[src/hdl/tstc_pkg.sv]
package tstc_pkg;

    localparam int unsigned DATA_W    = 32;
    localparam int unsigned DIV_STEPS = DATA_W;
    localparam int unsigned MUL_DIGIT = 4;
    localparam int unsigned MUL_STEPS = DATA_W / MUL_DIGIT;
    localparam int unsigned CNT_W     = $clog2(DIV_STEPS);

    localparam logic [DATA_W-1:0] CYCLES_PER_TICK_RESET = 32'd1000;
    localparam logic [DATA_W-1:0] FULL_RANGE            = {DATA_W{1'b1}};

    localparam logic KIND_ENTER = 1'b0;
    localparam logic KIND_WAKE  = 1'b1;

    typedef struct packed {
        logic load;
        logic div_start;
        logic div_step;
        logic mul_start;
        logic mul_step;
        logic finish;
    } cmd_t;

    typedef struct packed {
        logic kind;
        logic arm;
        logic sleeping;
        logic tick_irq;
    } status_t;

endpackage

[src/hdl/tickless_sleep_timer_control.sv]
// an idle entry that arms the timer or a wake on a non-tick interrupt while asleep runs
// the 32-step divider and the 8-step multiplier; other requests go straight to finish
// throughput: one transaction at a time, the next accepted once the result is
// in the output register
// reset: async active low, clears the armed sleep length and sets the tick period to 1000
module tickless_sleep_timer_control
(
    input  logic                        clk,
    input  logic                        rst_n,
    input  logic                        cfg_valid,
    output logic                        cfg_ready,
    input  logic [tstc_pkg::DATA_W-1:0] cfg_data,
    input  logic                        in_valid,
    output logic                        in_stall,
    input  logic                        kind,
    input  logic [tstc_pkg::DATA_W-1:0] task_next_expire,
    input  logic [tstc_pkg::DATA_W-1:0] soft_timer_next_expire,
    input  logic [tstc_pkg::DATA_W-1:0] counter_before,
    input  logic [tstc_pkg::DATA_W-1:0] counter_now,
    input  logic                        is_tick_irq,
    output logic                        out_valid,
    input  logic                        out_stall,
    output logic                        reload_valid,
    output logic [tstc_pkg::DATA_W-1:0] reload_cycles,
    output logic [tstc_pkg::DATA_W-1:0] advance_ticks,
    output logic [tstc_pkg::DATA_W-1:0] armed_ticks
);

    tstc_pkg::cmd_t    cmd;
    tstc_pkg::status_t status;

    assign cfg_ready = 1'b1;

    tstc_ctrl u_ctrl
    (
        .clk       (clk),
        .rst_n     (rst_n),
        .in_valid  (in_valid),
        .in_stall  (in_stall),
        .out_valid (out_valid),
        .out_stall (out_stall),
        .status    (status),
        .cmd       (cmd)
    );

    tstc_dp u_dp
    (
        .clk                    (clk),
        .rst_n                  (rst_n),
        .cfg_valid              (cfg_valid),
        .cfg_data               (cfg_data),
        .kind                   (kind),
        .task_next_expire       (task_next_expire),
        .soft_timer_next_expire (soft_timer_next_expire),
        .counter_before         (counter_before),
        .counter_now            (counter_now),
        .is_tick_irq            (is_tick_irq),
        .cmd                    (cmd),
        .status                 (status),
        .reload_valid           (reload_valid),
        .reload_cycles          (reload_cycles),
        .advance_ticks          (advance_ticks),
        .armed_ticks            (armed_ticks)
    );

endmodule

[src/hdl/tstc_ctrl.sv]
module tstc_ctrl
(
    input  logic              clk,
    input  logic              rst_n,
    input  logic              in_valid,
    output logic              in_stall,
    output logic              out_valid,
    input  logic              out_stall,
    input  tstc_pkg::status_t status,
    output tstc_pkg::cmd_t    cmd
);

    typedef enum logic [2:0] {
        ST_IDLE,
        ST_DECIDE,
        ST_DIV,
        ST_MSTART,
        ST_MUL,
        ST_DSTART,
        ST_FIN
    } state_t;

    localparam logic [tstc_pkg::CNT_W-1:0] DIV_LAST =
        tstc_pkg::CNT_W'(tstc_pkg::DIV_STEPS - 1);
    localparam logic [tstc_pkg::CNT_W-1:0] MUL_LAST =
        tstc_pkg::CNT_W'(tstc_pkg::MUL_STEPS - 1);

    state_t                     state_reg, state_next;
    logic [tstc_pkg::CNT_W-1:0] cnt_reg, cnt_next;
    logic                       out_valid_reg, out_valid_next;
    logic                       out_free;

    assign in_stall  = (state_reg != ST_IDLE);
    assign out_valid = out_valid_reg;
    assign out_free  = !(out_valid_reg && out_stall);

    always_comb
    begin
        state_next     = state_reg;
        cnt_next       = cnt_reg;
        out_valid_next = out_valid_reg && out_stall;
        cmd            = '0;
        case (state_reg)
            ST_IDLE:
            begin
                if (in_valid)
                begin
                    cmd.load   = 1'b1;
                    state_next = ST_DECIDE;
                end
            end
            ST_DECIDE:
            begin
                cnt_next = '0;
                if (status.kind == tstc_pkg::KIND_ENTER && status.arm)
                begin
                    cmd.div_start = 1'b1;
                    state_next    = ST_DIV;
                end
                else if (status.kind == tstc_pkg::KIND_WAKE && status.sleeping
                         && !status.tick_irq)
                begin
                    cmd.mul_start = 1'b1;
                    state_next    = ST_MUL;
                end
                else
                begin
                    state_next = ST_FIN;
                end
            end
            ST_DIV:
            begin
                cmd.div_step = 1'b1;
                cnt_next     = cnt_reg + 1'b1;
                if (cnt_reg == DIV_LAST)
                begin
                    // enter idle divides first (clamp), wake divides last
                    state_next = (status.kind == tstc_pkg::KIND_ENTER) ? ST_MSTART : ST_FIN;
                end
            end
            ST_MSTART:
            begin
                cmd.mul_start = 1'b1;
                cnt_next      = '0;
                state_next    = ST_MUL;
            end
            ST_MUL:
            begin
                cmd.mul_step = 1'b1;
                cnt_next     = cnt_reg + 1'b1;
                if (cnt_reg == MUL_LAST)
                begin
                    state_next = (status.kind == tstc_pkg::KIND_ENTER) ? ST_FIN : ST_DSTART;
                end
            end
            ST_DSTART:
            begin
                cmd.div_start = 1'b1;
                cnt_next      = '0;
                state_next    = ST_DIV;
            end
            ST_FIN:
            begin
                if (out_free)
                begin
                    cmd.finish     = 1'b1;
                    out_valid_next = 1'b1;
                    state_next     = ST_IDLE;
                end
            end
            default:
            begin
                state_next = ST_IDLE;
            end
        endcase
    end

    always_ff @(posedge clk or negedge rst_n)
    begin
        if (!rst_n)
        begin
            state_reg     <= ST_IDLE;
            cnt_reg       <= '0;
            out_valid_reg <= 1'b0;
        end
        else
        begin
            state_reg     <= state_next;
            cnt_reg       <= cnt_next;
            out_valid_reg <= out_valid_next;
        end
    end

endmodule

[src/hdl/tstc_dp.sv]
module tstc_dp
(
    input  logic                          clk,
    input  logic                          rst_n,
    input  logic                          cfg_valid,
    input  logic [tstc_pkg::DATA_W-1:0]   cfg_data,
    input  logic                          kind,
    input  logic [tstc_pkg::DATA_W-1:0]   task_next_expire,
    input  logic [tstc_pkg::DATA_W-1:0]   soft_timer_next_expire,
    input  logic [tstc_pkg::DATA_W-1:0]   counter_before,
    input  logic [tstc_pkg::DATA_W-1:0]   counter_now,
    input  logic                          is_tick_irq,
    input  tstc_pkg::cmd_t                cmd,
    output tstc_pkg::status_t             status,
    output logic                          reload_valid,
    output logic [tstc_pkg::DATA_W-1:0]   reload_cycles,
    output logic [tstc_pkg::DATA_W-1:0]   advance_ticks,
    output logic [tstc_pkg::DATA_W-1:0]   armed_ticks
);

    localparam int unsigned W = tstc_pkg::DATA_W;
    localparam int unsigned D = tstc_pkg::MUL_DIGIT;

    // configuration and state
    logic [W-1:0] cpt_reg, cpt_next;
    logic [W-1:0] sleep_reg, sleep_next;

    // latched transaction
    logic         kind_reg, tick_reg;
    logic [W-1:0] s_reg, c_pre_reg, c_now_reg;

    // shared arithmetic unit
    logic [W-1:0] rem_reg, quo_reg, acc_reg, mcand_reg, mplier_reg;

    // result registers
    logic         rvalid_reg;
    logic [W-1:0] reload_reg, advance_reg, armed_reg;

    logic [W-1:0] period;
    logic [W:0]   rem_sh;
    logic [W:0]   div_diff;
    logic         div_ge;
    logic [W+D-1:0] partial;
    logic [W-1:0] s_clamp;
    logic [W-1:0] comp;
    logic [W-1:0] elapsed;
    logic [W-1:0] min_expire;

    assign period     = (cpt_reg == '0) ? W'(1) : cpt_reg;
    assign min_expire = (task_next_expire < soft_timer_next_expire) ?
                        task_next_expire : soft_timer_next_expire;

    // restoring division, one quotient bit per step
    assign rem_sh   = {rem_reg, quo_reg[W-1]};
    assign div_diff = rem_sh - {1'b0, period};
    assign div_ge   = (rem_sh >= {1'b0, period});

    // shift-add multiply, one digit of the multiplier per step
    assign partial = {{D{1'b0}}, mcand_reg} * {{W{1'b0}}, mplier_reg[D-1:0]};

    assign s_clamp = (s_reg >= quo_reg) ? quo_reg : s_reg;
    assign comp    = (c_pre_reg > c_now_reg) ? (period - c_now_reg)
                                             : ({period[W-2:0], 1'b0} - c_now_reg);
    assign elapsed = acc_reg - c_now_reg;

    assign status.kind     = kind_reg;
    assign status.arm      = (s_reg > W'(1));
    assign status.sleeping = (sleep_reg != '0);
    assign status.tick_irq = tick_reg;

    assign reload_valid  = rvalid_reg;
    assign reload_cycles = reload_reg;
    assign advance_ticks = advance_reg;
    assign armed_ticks   = armed_reg;

    always_comb
    begin
        cpt_next   = cfg_valid ? cfg_data : cpt_reg;
        sleep_next = sleep_reg;
        if (cmd.finish)
        begin
            if (kind_reg == tstc_pkg::KIND_ENTER)
            begin
                if (s_reg > W'(1))
                begin
                    sleep_next = s_clamp;
                end
            end
            else
            begin
                sleep_next = '0;
            end
        end
    end

    always_ff @(posedge clk or negedge rst_n)
    begin
        if (!rst_n)
        begin
            cpt_reg   <= tstc_pkg::CYCLES_PER_TICK_RESET;
            sleep_reg <= '0;
        end
        else
        begin
            cpt_reg   <= cpt_next;
            sleep_reg <= sleep_next;
        end
    end

    always_ff @(posedge clk)
    begin
        if (cmd.load)
        begin
            kind_reg  <= kind;
            tick_reg  <= is_tick_irq;
            s_reg     <= min_expire;
            c_pre_reg <= counter_before;
            c_now_reg <= counter_now;
        end

        if (cmd.div_start)
        begin
            rem_reg <= '0;
            quo_reg <= (kind_reg == tstc_pkg::KIND_ENTER) ? tstc_pkg::FULL_RANGE : elapsed;
        end
        else if (cmd.div_step)
        begin
            rem_reg <= div_ge ? div_diff[W-1:0] : rem_sh[W-1:0];
            quo_reg <= {quo_reg[W-2:0], div_ge};
        end

        if (cmd.mul_start)
        begin
            acc_reg    <= '0;
            mcand_reg  <= period;
            mplier_reg <= (kind_reg == tstc_pkg::KIND_ENTER) ? s_clamp : sleep_reg;
        end
        else if (cmd.mul_step)
        begin
            acc_reg    <= acc_reg + partial[W-1:0];
            mcand_reg  <= {mcand_reg[W-D-1:0], {D{1'b0}}};
            mplier_reg <= {{D{1'b0}}, mplier_reg[W-1:D]};
        end

        if (cmd.finish)
        begin
            rvalid_reg  <= 1'b0;
            reload_reg  <= '0;
            advance_reg <= '0;
            armed_reg   <= sleep_next;
            if (kind_reg == tstc_pkg::KIND_ENTER)
            begin
                if (s_reg > W'(1))
                begin
                    rvalid_reg <= 1'b1;
                    reload_reg <= acc_reg - comp;
                end
            end
            else if (sleep_reg != '0)
            begin
                if (tick_reg)
                begin
                    advance_reg <= sleep_reg;
                end
                else if (quo_reg < sleep_reg)
                begin
                    // woke early: re-align to the next tick boundary
                    rvalid_reg  <= 1'b1;
                    reload_reg  <= period - rem_reg;
                    advance_reg <= quo_reg + 1'b1;
                end
                else
                begin
                    advance_reg <= sleep_reg;
                end
            end
        end
    end

endmodule
[config.mk]
export PLATFORM = sky130hd
export DESIGN_NAME = tickless_sleep_timer_control
export DESIGN_NICKNAME = d
export VERILOG_FILES = /design/src/hdl/tstc_pkg.sv /design/src/hdl/tickless_sleep_timer_control.sv /design/src/hdl/tstc_ctrl.sv /design/src/hdl/tstc_dp.sv
export SDC_FILE = /design/constraint.sdc
export NUM_CORES = 1
export LEC_CHECK = 0
export BUFFER_PORTS_ARGS = -buffer_cell sky130_fd_sc_hd__buf_2
export CAP_MARGIN = 5
export CORE_ASPECT_RATIO = 0.8
export CORE_MARGIN = 3
export CORE_UTILIZATION = 62
export CTS_CLUSTER_DIAMETER = 120
export DETAILED_ROUTE_END_ITERATION = 16
export PLACE_DENSITY = 0.82
export SYNTH_ARGS = -nofsm -noshare
export SYNTH_HDL_FRONTEND = slang
export SYNTH_SLANG_ARGS = --single-unit
[constraint.sdc]
create_clock -name clk -period 7.7 [get_ports clk]
set_input_delay 0.385 -clock clk [delete_from_list [all_inputs] [get_ports clk]]
set_output_delay 0.385 -clock clk [all_outputs]
set_load 0.1 [all_outputs]
==> results.yml <==
die:
  die-area_um2: 54470
  num_rows: 73
  initial_core_util: 0.6357
  ios: 267
  die_x_um: 260.2
  core_um2: 50420
  die_y_um: 209.4
logic_synthesis:
  synth_fa_ha_area_frac: 0.1818
  syn-cell-area_um2: 32050
  syn_nets: 4010
  ys_ff_latch: 428
  ys_seq_area_frac: 0.3699
  ys_types: 92
  synth_mux_area_frac: 0.02475
  synth_top_family_by_area: "compound AO/OA/AOI/OAI gates"
  synth_compound_gate_area_share: 0.1821
  synth-xor-area-share: 0.05372
  async_flop_share: 0.1706
  synthFlopType: "edfxtp_1"
  synth_edf_count: 291
  syn_area_per_cell_um2: 9.338
  yosysTopAreaCell: "edfxtp_1"
  synth-simple-area-share: 0.1331
  syn_inst: 3432
  yosys.area.top_type_share: 0.2727
  yosys-top-cells-area: "edfxtp_1 (27%), ha_1 (12%), fa_1 (5.7%), dfrtp_1 (5.2%), a21oi_1 (4.3%)"
  synth_warnings: 0
final_layout:
  final_common_cell: "nand2_1"
  area_delta_synth_final_pct: 12.66
  nNetsFinal: 4268
  drive_gt1_frac: 0.1224
  final_cell_mix: "nand2_1 (356), ha_1 (320), inv_1 (302)"
  instances_no_fill: 4404
  fill_cells: 3825
setup_path:
  critPathRequiredTime_ns: 8.12
  cpMaxStageDelayCell: "a2111oi_0"
  cp_common_cell: "o21ai_0"
  critPathLaunchType: "flop"
  endpoint_kind: "flop"
  cp_slowest_stage_delay_ns: 0.51
  worstSetupPathType: "reg -> reg"
  arrival_ns: 7.64
  cp_max_fo: 27
drt:
  drtIter0Drc: 3637
  drtAntennaViolNets: 0
  avgRoutedWirePerCell_um: 23.52
  drc: 0
  route.met2.wl_mm: 40.43
  routed_via_density: 6.322
  dr.max_layer_used: "met5"
  drt-total-wl_mm: 103.6
  drt_pre_antenna_iters: 6
  wl_met1_mm: 44.61
  vias: 27844
  met3_length_mm: 15.72
timing:
  hold_viol_final: 0
  min_period_ns: 7.220
  fmax_mhz: 138.5
  rsz0062_at_grt: "false"
  fin_crit_sh: 0.9377
  setup_viol: 0
  worst_slack_ns: 0.4798
  slew_headroom: 0.2380
  drv_slew: 0
  finClkSkew_ns: 0.02430
  tns_ns: 0
  holdWs_ns: 0.02652
  worst_pin_slew_ns: 1.143
global_routing:
  grt_overflow: 0
  track_usage: 0.3759
  grt_pass1_vias: 26116
  antenna_found_initial: 3
  grt_start_max_net_pins: 78
  grt_first_pass_wirelength_mm: 156.1
placed_design:
  dp.cells: 4259
  place_congestion: 1.038
  io_buffers: 265
  pre_cts_ws_ns: 0.6543
  dp_hpwl_mm: 80.73
clocking:
  numCtsBuffers: 45
  clkSlewWorstSetupHoldPaths_ns: 0.06
  worstSkewPairLatency_ns: 0.60
  clock_sinks: 428
  cts_root_buffer: "clkbuf_16"
  cts_tree: "done"
  cts_max_path_buffers: 3
  cts_setup_buffers: 0
  h-tree-depth: 2
status:
  outcome: "complete, no violations"
flow_run:
  maxCapViolCount: 0
hold_path:
  hold_path_class: "in -> reg"
[path summary, 6_finish.rpt]
path,from,endpoint,slack [ns],cells past startpoint
max in group asynchronous,rst_n,u_dp.cpt_reg[4],6.30,3
min in group asynchronous,rst_n,u_ctrl.cnt_reg[4],0.23,2
worst min-delay path,counter_before[24],u_dp.c_pre_reg[24],0.03,1
worst max register to register,u_dp.c_now_reg[1],u_dp.reload_cycles[31],0.48,32
worst max-delay path,u_dp.c_now_reg[1],u_dp.reload_cycles[31],0.48,32
worst min register to register,u_dp.rem_reg[19],u_dp.rem_reg[19],0.49,2
[timing repair]
item                       4_1_cts  5_1_grt
setup endpoints to repair        0        1
hold buffers                    58        1
hold endpoints to repair        77        1
gates resized for setup          0        1
[cells in the mapped netlist (17+ instances only)]
library cell	instances
a211oi_1	42
mux2i_1	41
and3_1	17
fa_1	91
nor2b_1	34
or3_1	18
clkbuf_1	126
o21a_1	26
edfxtp_1	291
xor2_1	78
dfrtp_1	67
o21ai_0	235
ha_1	320
o21ai_1	83
xnor2_1	116
a22oi_1	23
nand2_1	357
dfxtp_1	64
nand3_1	91
a21o_1	85
mux2_2	34
and2_1	38
inv_1	303
nand4_1	35
o22ai_1	44
nor4_1	35
nand2b_1	46
nor2_1	170
nor3_1	55
a21oi_1	275
[worst max-delay path, delay by kind of cell (launching register included)]
family                   cells  cell delay [ns]
flip-flops                   1             0.46
buffers and inverters        2             0.41
AO/OA/AOI/OAI               23             4.38
XOR/XNOR                     2             0.55
adder cells (fa/ha/maj)      3             0.98
AND/OR/NAND/NOR              2             0.28
[area by class of cell]
type / instances / area, um^2 / share of cell area
clock buffer: 52 / 1194 / 0.03306
tap: 675 / 844.6 / 0.02339
clock inverter: 32 / 382.9 / 0.01060
timing repair buffer: 356 / 2163 / 0.05991
multi-input combinational: 2555 / 18520 / 0.5130
antenna: 2 / 5.005 / 0.0001386
sequential: 428 / 11850 / 0.3283
inverter: 304 / 1141 / 0.03160
[cell families (layout without fill, tap and decap cells)]
logic type,count (synthesis),count (layout)
flip-flops,428,428
AO/OA/AOI/OAI,956,956
buffers and inverters,449,744
other,1,3
adder cells (fa/ha/maj),411,411
XOR/XNOR,195,195
AND/OR/NAND/NOR,917,917
multiplexers,75,75
[layer usage]
layer	vias up	track usage
met4	2	0.1049
met3	184	0.1323
met2	1751	0.4990
met1	13117	0.5739
met5	-	0
li1	12790	-
[metrics by stage]
step | area (um^2) | util
floorplan | 32050 | -
global placement | 33930 | 0.6730
detailed placement | 33930 | 0.6730
CTS | 36090 | 0.7158
global route | 36100 | 0.7161
finish | 36110 | 0.7162
Power is not shown: default switching activity piles up to over one toggle a cycle in this logic, so the estimate is an artifact.
